<file path="src/rtl/dmc_pkg.sv">
`timescale 1ns / 1ps

package dmc_pkg;

  // default grid size
  localparam int GRID_COLUMNS_DEF = 50;
  localparam int GRID_ROWS_DEF    = 30;

  // fixed field widths on the ports
  localparam int CELL_PORT_W = 11;
  localparam int RND_W       = 16;
  localparam int DIR_W       = 2;
  localparam int IN_TDATA_W  = 16;
  localparam int OUT_TDATA_W = 24;

  // request kinds
  localparam logic KIND_RESTART = 1'b0;
  localparam logic KIND_STEP    = 1'b1;

  // wall directions
  localparam logic [DIR_W-1:0] DIR_UP    = 2'd0;
  localparam logic [DIR_W-1:0] DIR_RIGHT = 2'd1;
  localparam logic [DIR_W-1:0] DIR_DOWN  = 2'd2;
  localparam logic [DIR_W-1:0] DIR_LEFT  = 2'd3;

  typedef enum logic [3:0] {
    ST_IDLE,
    ST_CLEAR,
    ST_START,
    ST_TOP_RD,
    ST_TOP_LATCH,
    ST_PROBE,
    ST_SETTLE,
    ST_PICK,
    ST_RESULT
  } dmc_state_t;

  // visited map access
  typedef struct packed {
    logic rd;
    logic wr;
    logic wbit;
  } vis_ctl_t;

  // path stack operation
  typedef struct packed {
    logic rd;
    logic push;
    logic pop;
    logic restart;
  } stk_ctl_t;

endpackage

</file>
<file path="src/rtl/dmc_walker.sv">
`timescale 1ns / 1ps

module dmc_walker #(
  parameter int GRID_COLUMNS = dmc_pkg::GRID_COLUMNS_DEF,
  parameter int GRID_ROWS    = dmc_pkg::GRID_ROWS_DEF,
  parameter int ENTRY_W      = $clog2(GRID_COLUMNS*GRID_ROWS) + $clog2(GRID_COLUMNS)
                               + $clog2(GRID_ROWS)
) (
  input  logic                                        clk,
  input  logic                                        rst_n,
  // request side
  input  logic                                        in_tvalid,
  output logic                                        in_tready,
  input  logic [dmc_pkg::IN_TDATA_W-1:0]              in_tdata,
  input  logic                                        in_tuser,
  // result side
  output logic                                        out_tvalid,
  input  logic                                        out_tready,
  output logic [dmc_pkg::OUT_TDATA_W-1:0]             out_tdata,
  output logic [1:0]                                  out_tuser,
  // start cell register
  input  logic                                        cfg_we,
  input  logic [dmc_pkg::CELL_PORT_W-1:0]             cfg_wdata,
  // visited map
  output dmc_pkg::vis_ctl_t                           vis_ctl,
  output logic [$clog2(GRID_COLUMNS*GRID_ROWS)-1:0]   vis_addr,
  input  logic                                        vis_rdata,
  // path stack
  output dmc_pkg::stk_ctl_t                           stk_ctl,
  output logic [ENTRY_W-1:0]                          stk_wentry,
  input  logic [ENTRY_W-1:0]                          stk_rentry,
  input  logic [$clog2(GRID_COLUMNS*GRID_ROWS+1)-1:0] stk_depth
);

  localparam int CELL_COUNT = GRID_COLUMNS * GRID_ROWS;
  localparam int IDX_W      = $clog2(CELL_COUNT);
  localparam int DEPTH_W    = $clog2(CELL_COUNT + 1);
  localparam int COL_W      = $clog2(GRID_COLUMNS);
  localparam int ROW_W      = $clog2(GRID_ROWS);
  localparam int CP_W       = dmc_pkg::CELL_PORT_W;
  localparam int CMP_W      = ((IDX_W > CP_W) ? IDX_W : CP_W) + 1;
  localparam int DW         = dmc_pkg::DIR_W;

  // remainder by three: base-4 digits sum up modulo three
  function automatic logic [1:0] mod3_16(input logic [15:0] v);
    logic [4:0] s;
    logic [3:0] t;
    logic [2:0] u;
    s = '0;
    for (int i = 0; i < 8; i++) begin
      s = s + 5'(v[2*i +: 2]);
    end
    t = 4'(s[4:2]) + 4'(s[1:0]);
    u = 3'(t[3:2]) + 3'(t[1:0]);
    return (u >= 3'd3) ? 2'(u - 3'd3) : u[1:0];
  endfunction

  // cell index to port width
  function automatic logic [CP_W-1:0] to_port(input logic [IDX_W-1:0] c);
    logic [CMP_W-1:0] w;
    w = CMP_W'(c);
    return w[CP_W-1:0];
  endfunction

  dmc_pkg::dmc_state_t state_r, state_nxt;

  logic                 done_r;
  logic [CP_W-1:0]      start_cell_r;
  logic [1:0]           rnd_lo_r;
  logic [1:0]           rnd_m3_r;
  logic [IDX_W-1:0]     top_cell_r;
  logic [COL_W-1:0]     top_col_r;
  logic [ROW_W-1:0]     top_row_r;
  logic [DW-1:0]        probe_r;
  logic                 chk_r;
  logic [DW-1:0]        chk_dir_r;
  logic [3:0]           open_r;
  logic [IDX_W-1:0]     clr_addr_r;
  logic [COL_W-1:0]     clr_col_r;
  logic [ROW_W-1:0]     clr_row_r;
  logic [COL_W-1:0]     start_col_r;
  logic [ROW_W-1:0]     start_row_r;
  logic                 res_edge_r;
  logic                 res_fin_r;
  logic [CP_W-1:0]      res_from_r;
  logic [DW-1:0]        res_dir_r;
  logic [CP_W-1:0]      res_to_r;
  logic                 out_valid_r;
  logic [dmc_pkg::OUT_TDATA_W-1:0] out_data_r;
  logic [1:0]           out_user_r;

  logic                 in_acc;
  logic                 out_load;
  logic                 clr_last;
  logic                 run_empty;
  logic [IDX_W-1:0]     start_idx;
  logic [CMP_W-1:0]     start_wide;
  logic [IDX_W-1:0]     nb_cell [4];
  logic [COL_W-1:0]     nb_col  [4];
  logic [ROW_W-1:0]     nb_row  [4];
  logic [3:0]           nb_ok;
  logic [2:0]           n_open;
  logic [1:0]           pick_k;
  logic [2:0]           cnt;
  logic [DW-1:0]        sel_dir;

  assign in_acc    = in_tvalid && in_tready;
  assign out_load  = (state_r == dmc_pkg::ST_RESULT) && (!out_valid_r || out_tready);
  assign clr_last  = (clr_addr_r == IDX_W'(CELL_COUNT - 1));
  assign run_empty = done_r || (stk_depth == '0);

  // start cell saturates to the last cell
  assign start_wide = CMP_W'(start_cell_r);
  assign start_idx  = (start_wide >= CMP_W'(CELL_COUNT)) ? IDX_W'(CELL_COUNT - 1)
                                                         : start_wide[IDX_W-1:0];

  // neighbors of the current stack top
  always_comb begin
    nb_cell[DW'(dmc_pkg::DIR_UP)]    = top_cell_r - IDX_W'(GRID_COLUMNS);
    nb_col[DW'(dmc_pkg::DIR_UP)]     = top_col_r;
    nb_row[DW'(dmc_pkg::DIR_UP)]     = top_row_r - ROW_W'(1);
    nb_ok[dmc_pkg::DIR_UP]           = (top_row_r != '0);
    nb_cell[DW'(dmc_pkg::DIR_RIGHT)] = top_cell_r + IDX_W'(1);
    nb_col[DW'(dmc_pkg::DIR_RIGHT)]  = top_col_r + COL_W'(1);
    nb_row[DW'(dmc_pkg::DIR_RIGHT)]  = top_row_r;
    nb_ok[dmc_pkg::DIR_RIGHT]        = (top_col_r != COL_W'(GRID_COLUMNS - 1));
    nb_cell[DW'(dmc_pkg::DIR_DOWN)]  = top_cell_r + IDX_W'(GRID_COLUMNS);
    nb_col[DW'(dmc_pkg::DIR_DOWN)]   = top_col_r;
    nb_row[DW'(dmc_pkg::DIR_DOWN)]   = top_row_r + ROW_W'(1);
    nb_ok[dmc_pkg::DIR_DOWN]         = (top_row_r != ROW_W'(GRID_ROWS - 1));
    nb_cell[DW'(dmc_pkg::DIR_LEFT)]  = top_cell_r - IDX_W'(1);
    nb_col[DW'(dmc_pkg::DIR_LEFT)]   = top_col_r - COL_W'(1);
    nb_row[DW'(dmc_pkg::DIR_LEFT)]   = top_row_r;
    nb_ok[dmc_pkg::DIR_LEFT]         = (top_col_r != '0);
  end

  // count open neighbors and pick one by the random value
  always_comb begin
    n_open = 3'(open_r[0]) + 3'(open_r[1]) + 3'(open_r[2]) + 3'(open_r[3]);
    case (n_open)
      3'd2:    pick_k = {1'b0, rnd_lo_r[0]};
      3'd3:    pick_k = rnd_m3_r;
      3'd4:    pick_k = rnd_lo_r;
      default: pick_k = 2'd0;
    endcase
    cnt     = '0;
    sel_dir = '0;
    for (int d = 0; d < 4; d++) begin
      if (open_r[d]) begin
        if (cnt == 3'(pick_k)) begin
          sel_dir = DW'(d);
        end
        cnt = cnt + 3'd1;
      end
    end
  end

  // next state
  always_comb begin
    state_nxt = state_r;
    case (state_r)
      dmc_pkg::ST_IDLE: begin
        if (in_acc) begin
          if (in_tuser == dmc_pkg::KIND_RESTART) begin
            state_nxt = dmc_pkg::ST_CLEAR;
          end else if (run_empty) begin
            state_nxt = dmc_pkg::ST_RESULT;
          end else begin
            state_nxt = dmc_pkg::ST_TOP_RD;
          end
        end
      end
      dmc_pkg::ST_CLEAR: begin
        if (clr_last) begin
          state_nxt = dmc_pkg::ST_START;
        end
      end
      dmc_pkg::ST_START:     state_nxt = dmc_pkg::ST_RESULT;
      dmc_pkg::ST_TOP_RD:    state_nxt = dmc_pkg::ST_TOP_LATCH;
      dmc_pkg::ST_TOP_LATCH: state_nxt = dmc_pkg::ST_PROBE;
      dmc_pkg::ST_PROBE: begin
        if (probe_r == dmc_pkg::DIR_LEFT) begin
          state_nxt = dmc_pkg::ST_SETTLE;
        end
      end
      dmc_pkg::ST_SETTLE:    state_nxt = dmc_pkg::ST_PICK;
      dmc_pkg::ST_PICK: begin
        if (open_r != '0 || stk_depth == DEPTH_W'(1)) begin
          state_nxt = dmc_pkg::ST_RESULT;
        end else begin
          state_nxt = dmc_pkg::ST_TOP_RD;
        end
      end
      dmc_pkg::ST_RESULT: begin
        if (out_load) begin
          state_nxt = dmc_pkg::ST_IDLE;
        end
      end
      default: state_nxt = dmc_pkg::ST_IDLE;
    endcase
  end

  // memory requests and handshake outputs
  always_comb begin
    in_tready  = (state_r == dmc_pkg::ST_IDLE);
    vis_ctl    = '0;
    vis_addr   = clr_addr_r;
    stk_ctl    = '0;
    stk_wentry = {nb_row[sel_dir], nb_col[sel_dir], nb_cell[sel_dir]};
    case (state_r)
      dmc_pkg::ST_CLEAR: begin
        vis_ctl.wr = 1'b1;
      end
      dmc_pkg::ST_START: begin
        vis_ctl.wr      = 1'b1;
        vis_ctl.wbit    = 1'b1;
        vis_addr        = start_idx;
        stk_ctl.restart = 1'b1;
        stk_wentry      = {start_row_r, start_col_r, start_idx};
      end
      dmc_pkg::ST_TOP_RD: begin
        stk_ctl.rd = 1'b1;
      end
      dmc_pkg::ST_PROBE: begin
        vis_ctl.rd = nb_ok[probe_r];
        vis_addr   = nb_cell[probe_r];
      end
      dmc_pkg::ST_PICK: begin
        if (open_r != '0) begin
          vis_ctl.wr   = 1'b1;
          vis_ctl.wbit = 1'b1;
          vis_addr     = nb_cell[sel_dir];
          stk_ctl.push = 1'b1;
        end else begin
          stk_ctl.pop = 1'b1;
        end
      end
      default: ;
    endcase
  end

  // control registers
  always_ff @(posedge clk) begin
    if (!rst_n) begin
      state_r      <= dmc_pkg::ST_IDLE;
      done_r       <= 1'b1;
      start_cell_r <= '0;
      out_valid_r  <= 1'b0;
      chk_r        <= 1'b0;
    end else begin
      state_r <= state_nxt;
      chk_r   <= (state_r == dmc_pkg::ST_PROBE) && nb_ok[probe_r];
      if (cfg_we) begin
        start_cell_r <= cfg_wdata;
      end
      if (state_r == dmc_pkg::ST_START) begin
        done_r <= 1'b0;
      end else if (state_r == dmc_pkg::ST_IDLE && in_acc &&
                   in_tuser == dmc_pkg::KIND_STEP && run_empty) begin
        done_r <= 1'b1;
      end else if (state_r == dmc_pkg::ST_PICK && open_r == '0 &&
                   stk_depth == DEPTH_W'(1)) begin
        done_r <= 1'b1;
      end
      if (out_load) begin
        out_valid_r <= 1'b1;
      end else if (out_tready) begin
        out_valid_r <= 1'b0;
      end
    end
  end

  // working registers
  always_ff @(posedge clk) begin
    if (in_acc) begin
      rnd_lo_r <= in_tdata[1:0];
      rnd_m3_r <= mod3_16(in_tdata);
    end

    // clearing sweep walks column and row along the address
    if (state_r == dmc_pkg::ST_IDLE) begin
      clr_addr_r <= '0;
      clr_col_r  <= '0;
      clr_row_r  <= '0;
    end else if (state_r == dmc_pkg::ST_CLEAR) begin
      clr_addr_r <= clr_addr_r + IDX_W'(1);
      if (clr_col_r == COL_W'(GRID_COLUMNS - 1)) begin
        clr_col_r <= '0;
        clr_row_r <= clr_row_r + ROW_W'(1);
      end else begin
        clr_col_r <= clr_col_r + COL_W'(1);
      end
      if (clr_addr_r == start_idx) begin
        start_col_r <= clr_col_r;
        start_row_r <= clr_row_r;
      end
    end

    // neighbor probe results land in open_r from the registered read data, flagged by chk_r
    if (chk_r) begin
      open_r[chk_dir_r] <= !vis_rdata;
    end
    if (state_r == dmc_pkg::ST_TOP_LATCH) begin
      {top_row_r, top_col_r, top_cell_r} <= stk_rentry;
      open_r  <= '0;
      probe_r <= dmc_pkg::DIR_UP;
    end
    if (state_r == dmc_pkg::ST_PROBE) begin
      chk_dir_r <= probe_r;
      probe_r   <= probe_r + DW'(1);
    end

    // result fields
    if (state_r == dmc_pkg::ST_IDLE) begin
      res_edge_r <= 1'b0;
      res_fin_r  <= 1'b1;
      res_from_r <= '0;
      res_dir_r  <= '0;
      res_to_r   <= '0;
    end else if (state_r == dmc_pkg::ST_START) begin
      res_fin_r <= 1'b0;
    end else if (state_r == dmc_pkg::ST_PICK && open_r != '0) begin
      res_edge_r <= 1'b1;
      res_fin_r  <= 1'b0;
      res_from_r <= to_port(top_cell_r);
      res_dir_r  <= sel_dir;
      res_to_r   <= to_port(nb_cell[sel_dir]);
    end

    if (out_load) begin
      out_data_r <= {res_to_r, res_dir_r, res_from_r};
      out_user_r <= {res_fin_r, res_edge_r};
    end
  end

  assign out_tvalid = out_valid_r;
  assign out_tdata  = out_data_r;
  assign out_tuser  = out_user_r;

  // the walk only starts on a live maze
  a_walk_live: assert property (@(posedge clk) disable iff (!rst_n)
    state_r == dmc_pkg::ST_TOP_RD |-> !done_r && stk_depth != '0)
    else $error("walk started without a maze in progress");

  // the chosen direction is one of the open neighbors
  a_pick_open: assert property (@(posedge clk) disable iff (!rst_n)
    (state_r == dmc_pkg::ST_PICK && open_r != '0) |-> open_r[sel_dir])
    else $error("picked a closed neighbor");

  // a carved edge never comes together with the finished flag
  a_edge_fin: assert property (@(posedge clk) disable iff (!rst_n)
    out_valid_r |-> !(out_user_r[0] && out_user_r[1]))
    else $error("edge and finished in one result");

  // a finished result leaves no maze in progress
  a_fin_done: assert property (@(posedge clk) disable iff (!rst_n)
    (out_load && res_fin_r) |=> done_r)
    else $error("finished reported while a maze is in progress");

endmodule

</file>
<file path="config.mk">
export PLATFORM = sky130hd
export DESIGN_NAME = dmc_walker
export DESIGN_NICKNAME = d
export VERILOG_FILES = /design/src/rtl/dmc_pkg.sv /design/src/rtl/dmc_walker.sv
export SDC_FILE = /design/constraint.sdc
export NUM_CORES = 1
export LEC_CHECK = 0
export BUFFER_PORTS_ARGS = -buffer_cell sky130_fd_sc_hd__buf_4
export CORE_MARGIN = 10
export CORE_UTILIZATION = 33
export CTS_BUF_LIST = sky130_fd_sc_hd__clkbuf_8
export CTS_CLUSTER_SIZE = 10
export DETAILED_ROUTE_END_ITERATION = 8
export PLACE_DENSITY = 0.63
export SYNTH_ARGS = -nofsm -noshare
export SYNTH_HDL_FRONTEND = slang
export SYNTH_SLANG_ARGS = --single-unit
</file>
<file path="constraint.sdc">
create_clock -name clk -period 12.4 [get_ports clk]
set_input_delay 3.72 -clock clk [delete_from_list [all_inputs] [get_ports clk]]
set_output_delay 3.72 -clock clk [all_outputs]
set_load 0.02 [all_outputs]
</file>
[After elaboration in Yosys (flattened, before gate mapping)]
Index checks and enable logic that the tools add are counted.
Operators by class
  add/subtract/negate cells: 27
  magnitude comparators: 7
  equality and inequality tests: 25
  multiplexer cells: 59
  bitwise operators: 4
  reduce and logical (&&, ||, !) cells: 30
Operator list (number)
  $mux 11: 6
  $bmux 11 s2: 2
  $pmux 4 s9: 1
  $pmux 11 s3: 1
  $mux 4: 7
  $add 11x1->11 const B: 2
  $mux 22: 1
  $add 5x2->5: 4
  $mux 2: 9
  $mux 6: 3
  $mux 1: 17
  $eq 4x3->1 const B: 4
  $add 6x1->6 const B: 2
  $bmux 6 s2: 1
  $add 11x6->11 const B: 1
  $eq 11x1->1 const B: 1
  $eq 11x11->1: 1
  $eq 11x11->1 const B: 1
  $ge 11x11->1 const B: 1
  $logic_not 11->1: 1
  $sub 11x1->11 const B: 1
  $sub 11x6->11 const B: 1
  $add 5x1->5 const B: 2
  $bmux 5 s2: 1
  other kinds (49): 81
Word-level totals
  register bits after elaboration: 137
  bits of input ports: 67
  output and inout port bits: 68
  word-level logic and storage cells: 177

[Logic depth before layout (Yosys ltp)]
  depth after elaboration: 18
  gate-level depth with buffers: 19
  depth with buffers taken out: 19

[Worst setup path before layout]
Ideal clock, no wire load.
  kind: input port to flip-flop
  start point: input port in_tdata[7] in the netlist's numbering
  end point: register rnd_m3_r[1], data pin
  library setup time: 0.261 ns
  data arrival time: 8.317 ns
  required time: 12.139 ns
  path slack: 3.822 ns
  stages: 15
  path buffers: 0
  cell sequence: inv_1 > fa_1 > inv_1 > fa_1 > fa_1 > fa_1 > ha_1 > fa_1 > ha_1 > fa_1 > xnor2_1 > ha_1 > fa_1 > ha_1 > o32a_1
Between the ends
  word-level cells in the longest chain between the ends: 9
  elaborated cells on any way between the ends: 10
  those cells by class: add/sub (8); order compare (1); mux (1)
RTL lines
  start, declared: RTL line dmc_walker.sv:14  | input logic [dmc_pkg::IN_TDATA_W-1:0] in_tdata,
  $add 4x2->5 (*): RTL line dmc_walker.sv:51  | s = s + 5'(v[2*i +: 2]);
  $add 5x2->5 (*) (4 in a row): RTL line dmc_walker.sv:51
  $add 3x2->4 (*): RTL line dmc_walker.sv:53  | t = 4'(s[4:2]) + 4'(s[1:0]);
  $add 2x2->3 (*): RTL line dmc_walker.sv:54  | u = 3'(t[3:2]) + 3'(t[1:0]);
  $ge 3x2->1 / $sub 2x2->2 (equally long branches): RTL line dmc_walker.sv:55  | return (u >= 3'd3) ? 2'(u - 3'd3) : u[1:0];
  $mux 2 (*): RTL line dmc_walker.sv:55
  end signal, assigned: RTL line dmc_walker.sv:277  | rnd_m3_r <= mod3_16(in_tdata);
  end, declared: RTL line dmc_walker.sv:70  | logic [1:0] rnd_m3_r;
Mark *: on every way between the ends. The rest lies on a longest branch, timed or not.
A chain may end at the register's enable or synchronous reset.

[Final worst setup path]
  start point: register open_r[0]
  end point: output port vis_addr[3]
Between the ends
  word-level cells in the longest chain between the ends: 18
  elaborated cells on any way between the ends: 28
  those cells by class: add/sub (5); eq/ne (6); mux (15); bitwise (1); reduce/logical (1)
RTL lines
  start, declared: RTL line dmc_walker.sv:77  | logic [3:0] open_r;
  start signal, assigned by index: RTL line dmc_walker.sv:301  | open_r[chk_dir_r] <= !vis_rdata;
  $add 1x1->2: RTL line dmc_walker.sv:139  | n_open = 3'(open_r[0]) + 3'(open_r[1]) + 3'(open_r[2]) + 3'(open_r[3]);
  $add 2x1->3: RTL line dmc_walker.sv:139
  $add 3x1->3: RTL line dmc_walker.sv:139
  $eq 3x3->1 / $eq 3x2->1 (equally long branches): RTL line dmc_walker.sv:140  | case (n_open)
  $pmux 2 s3: RTL line dmc_walker.sv:140
  $eq 3x2->1: RTL line dmc_walker.sv:150  | if (cnt == 3'(pick_k)) begin
  $mux 1: RTL line dmc_walker.sv:150
  $mux 1: RTL line dmc_walker.sv:149  | if (open_r[d]) begin
  $mux 2: RTL line dmc_walker.sv:150
  $mux 2: RTL line dmc_walker.sv:149
  $mux 2: RTL line dmc_walker.sv:150
  $mux 2: RTL line dmc_walker.sv:149
  $not 2->3 (not written as such): RTL line dmc_walker.sv:232  | vis_addr = nb_cell[sel_dir];
  $bmux 11 s2: RTL line dmc_walker.sv:232
  $mux 11 (not written as such) (2 in a row): RTL line dmc_walker.sv:232
  $mux 11 (*): RTL line dmc_walker.sv:229  | if (open_r != '0) begin
  $pmux 11 s3 (*): RTL line dmc_walker.sv:210  | case (state_r)
  end, declared: RTL line dmc_walker.sv:26  | output logic [$clog2(GRID_COLUMNS*GRID_ROWS)-1:0] vis_addr,
Mark *: on every way between the ends. The rest lies on a longest branch, timed or not. The select of a mux whose other input is x is not followed.

==> impl_results.rst <==
.. list-table::
   :header-rows: 1

   * - Metric
     - Value
   * - Residual overflow from global routing
     - 0
   * - Die Y-Extent
     - 180 um
   * - Post-layout total power
     - ~2.2 mW
   * - Core outline area
     - 25200 sq um
   * - Placed wire-length estimate
     - approximately 18000 um
   * - Max-capacitance violation count
     - 0
   * - Fraction of layout cells with a size suffix above 1
     - 0.190
   * - Routability congestion estimate from global placement
     - 0.908
   * - DRT Wirelength
     - about 24000 um
   * - Post-Syn Area
     - between 8000 and 9000 sq um
   * - PostCTS Resize Cnt
     - 0
   * - Average size of a mapped cell
     - a little over 9 sq um
   * - Ordered cell list for the critical path
     - inv_1 > fa_1 > inv_1 > ha_1 > ha_1 > and4b_1 > o2bb2ai_1 > o221a_1 > a211oi_4 > a21boi_1 > a211oi_1 > o32a_1 > buf_4
   * - Per-cell routed wire length
     - 17.9 um
   * - Number of cell instances on the worst register-to-register path
     - 12
   * - Endpoint of the most critical setup path
     - vis_addr[3]
   * - Nets
     - around 1100
   * - Total negative slack for setup checks
     - 0 ns
   * - Gate count after technology mapping
     - roughly 900
   * - Vias in the first global route
     - slightly below 7000
   * - Footprint of the multi-input gates
     - approximately 4600 sq um
   * - Starting density of the core
     - 0.335
   * - Remaining max-slew budget at the tightest pin
     - 0.278
   * - Cell with the largest stage delay on the worst path
     - a211oi_4
   * - Number of core rows
     - 58
   * - Count of TritonRoute iterations in the first routing pass
     - 6
   * - Floorplan die width
     - ~180 um
   * - Distinct cells, synth
     - 79
   * - Number of buffers inserted by hold repair at cts
     - 0
   * - Path class of the lowest-slack min-delay path
     - reg -> reg
   * - IO buf count
     - between 100 and 150
   * - Startpoint of the worst setup timing path
     - open_r[0]
   * - Share of Yosys cell area claimed by the top area cell type
     - 0.239
   * - Worst EP required
     - 8.68 ns
   * - Syn nets
     - 1025
   * - Detailed-route DRC error count
     - 0
   * - Async set or reset register ratio after synthesis
     - 0
   * - Crit share post-route
     - 0.703
   * - Startpoint type of the worst setup path
     - flip-flop
   * - Number of antenna violations at the first check in global routing
     - 0
   * - CTS root buf
     - clkbuf_8
   * - Worst-case register-to-register setup slack
     - a little over 8 ns
   * - Prevailing post-synth register cell
     - dfxtp_1
   * - Final design utilization
     - 0.402
   * - Dominant cells by area after synthesis
     - edfxtp_1 (24%), dfxtp_1 (17%), ha_1 (4.6%), nor2_1 (3.9%), nand2_1 (3.7%)
   * - Endpoints failing hold
     - 0
   * - Sequential cell area in the final layout
     - 3410 sq um
   * - Number of buffers created by CTS
     - 17
   * - Detailed-route via count
     - 7267
   * - Die Footprint
     - 32300 sq um
   * - CP max stage delay
     - approximately 0.77 ns
   * - RSZ-0062 raised after global routing
     - false
   * - TritonCTS clock tree
     - built
   * - Clock slew seen by the registers of the worst setup and hold paths
     - 0.08 ns
   * - Post-synth EDFFs
     - 67
   * - Final setup skew
     - roughly 0.021 ns
   * - Fill count
     - approximately 2600
   * - Arrival time at the worst endpoint
     - between 4 and 5 ns
   * - Critical Setup Path Class
     - reg -> out
   * - Maximum vdd ir drop
     - 0.153 mV
   * - Top fanout value on the critical path
     - 16
   * - Clk Latency, worst-skew pair
     - ~0.46 ns
   * - #FFs+latches synth
     - 137
   * - Number of buffers inserted to repair setup after CTS
     - 0
   * - Pin count of the biggest net entering global routing
     - 35
   * - Total count of max-transition violations in the final report
     - 0
   * - Worst R2R End
     - res_to_r[3]
   * - Inserted Diodes
     - 0
   * - Vias per cell
     - between 5 and 6
   * - Status
     - completed
   * - Largest area contributor in the synthesized netlist
     - edfxtp_1
   * - Time the final worst path needs with I/O delays and setup
     - just under 9 ns
   * - Nature of the critical path endpoint
     - output port
   * - Relative area change from synthesis to final layout
     - 20.1%
   * - Number of gates on the worst path with buffers counted
     - 13
   * - CTS H-tree lvls
     - 4
   * - Startpoint of the worst register-to-register path
     - open_r[0]
   * - Buffer depth of the longest clock path
     - 2
   * - Starting DRC count in detailed routing
     - around 520
   * - Global routing usage summed across all routing layers
     - 0.146
   * - Wire length of the first global-routing pass
     - 38400 um
   * - I/O pin total
     - ~140
   * - Sequential-to-total area share from yosys stat
     - 0.405
   * - Post-route setup slack
     - between 3 and 4 ns
   * - Worst path bufs/invs
     - 3
   * - Clock sink count
     - 137
   * - Least-Margin Pin Slew
     - approximately 1.1 ns
   * - Top Family by Delay on Critical Path
     - compound AO/OA/AOI/OAI gates
   * - Number of synthesis warnings
     - 0
   * - Worst hold slack across all endpoints
     - ~0.43 ns
   * - Total setup violations reported at the end of the flow
     - 0
   * - Max Clock Freq
     - roughly 110 MHz
   * - Leakage power
     - around 4 nW
   * - Cell area power density
     - about 220 nW/um^2
   * - Minimum setup slack after placement
     - 3.55 ns
   * - Final ANT Viol Nets
     - 0
logic make-up after synthesis:
kind of cell	after synthesis	share of synthesized area
AND/OR/NAND/NOR	333	0.195
AO/OA/AOI/OAI	203	0.169
flip-flops	137	0.405
buffers and inverters	105	0.0487
XOR/XNOR	61	0.0634
adder cells (fa/ha/maj)	45	0.0792
multiplexers	29	0.0408
cell usage in the layout (no fill, tap or decap), drive strengths merged, types with 13 or more instances in the layout:
| master | Yosys | routed |
|---|---|---|
| buf | 10 | 145 |
| nor2b | 18 | 18 |
| a211oi | 17 | 17 |
| a21oi | 46 | 46 |
| nor3 | 25 | 25 |
| dfxtp | 70 | 70 |
| and2 | 13 | 13 |
| nor2 | 87 | 87 |
| fa | 14 | 14 |
| xnor2 | 32 | 32 |
| nand2 | 83 | 83 |
| mux2i | 22 | 22 |
| o21ai | 44 | 44 |
| nand4 | 14 | 14 |
| edfxtp | 67 | 67 |
| nand3 | 34 | 34 |
| xor2 | 29 | 29 |
| clkbuf | 49 | 17 |
| ha | 31 | 31 |
| inv | 44 | 51 |
cell usage after synthesis, types with 9 or more instances:
cell type	number
a211oi_1	14
a21oi_1	45
a221o_1	9
a31oi_1	9
and2_1	13
clkbuf_1	49
dfxtp_1	70
edfxtp_1	67
fa_1	14
ha_1	31
inv_1	44
mux2i_1	22
nand2_1	83
nand3_1	34
nand4_1	14
nor2_1	87
nor2b_1	18
nor3_1	24
o21ai_0	31
o21ai_1	13
o221ai_1	9
or3_1	9
xnor2_1	32
xor2_1	29
where the power goes:
part / total (mW) / internal, mW / switching (mW) / leakage (nW)
Clock: 0.402 / 0.217 / 0.184 / 0.227
Combinational: 1.24 / 0.488 / 0.753 / 2.59
Sequential: 0.586 / 0.542 / 0.0439 / 1.18
through the flow:
stage	std cells	cell area (sq um)
global placement	1329	9710
detailed placement	1329	9710
global route	1361	10100
floorplan	913	8430
CTS	1361	10100
finish	1361	10100
registers in the layout, summed over array words and instances (netlist names), 2 cells and up:
name,count
open_r,4
res_to_r,11
res_dir_r,2
out_tdata,24
top_row_r,5
rnd_m3_r,2
out_tuser,2
clr_row_r,5
start_col_r,6
chk_dir_r,2
state_r,4
res_from_r,11
start_cell_r,11
rnd_lo_r,2
top_col_r,6
top_cell_r,11
clr_addr_r,11
start_row_r,5
clr_col_r,6
probe_r,2
routing by layer:
metal	up-vias	wire (um)	global-route usage
met5	-	0	0
met4	0	419	0.0490
met3	23	1630	0.0353
met2	249	11700	0.240
met1	3473	10500	0.182
li1	3522	-	-
cell type report:
| type | instances | area share |
|---|---|---|
| Multi-Input combinational cell | 671 | 0.456 |
| Sequential cell | 137 | 0.337 |
| Timing Repair Buffer | 145 | 0.107 |
| Tap cell | 330 | 0.0408 |
| Clock buffer | 17 | 0.0231 |
| Clock inverter | 15 | 0.0183 |
| Inverter | 46 | 0.0170 |
how the worst min path moves through the flow:
stage	start	cells after the start	slack (ns)	end
6_report	res_to_r[5]	0	0.43	out_tdata[18]
5_1_grt	res_from_r[4]	0	0.44	out_tdata[4]
4_1_cts	res_to_r[5]	0	0.43	out_tdata[18]
3_5_place_dp	res_to_r[5]	0	0.41	out_tdata[18]
3_3_place_gp	res_to_r[7]	0	0.41	out_tdata[20]
2_1_floorplan	res_to_r[1]	0	0.40	out_tdata[14]
(Power assumes the default switching activity.)
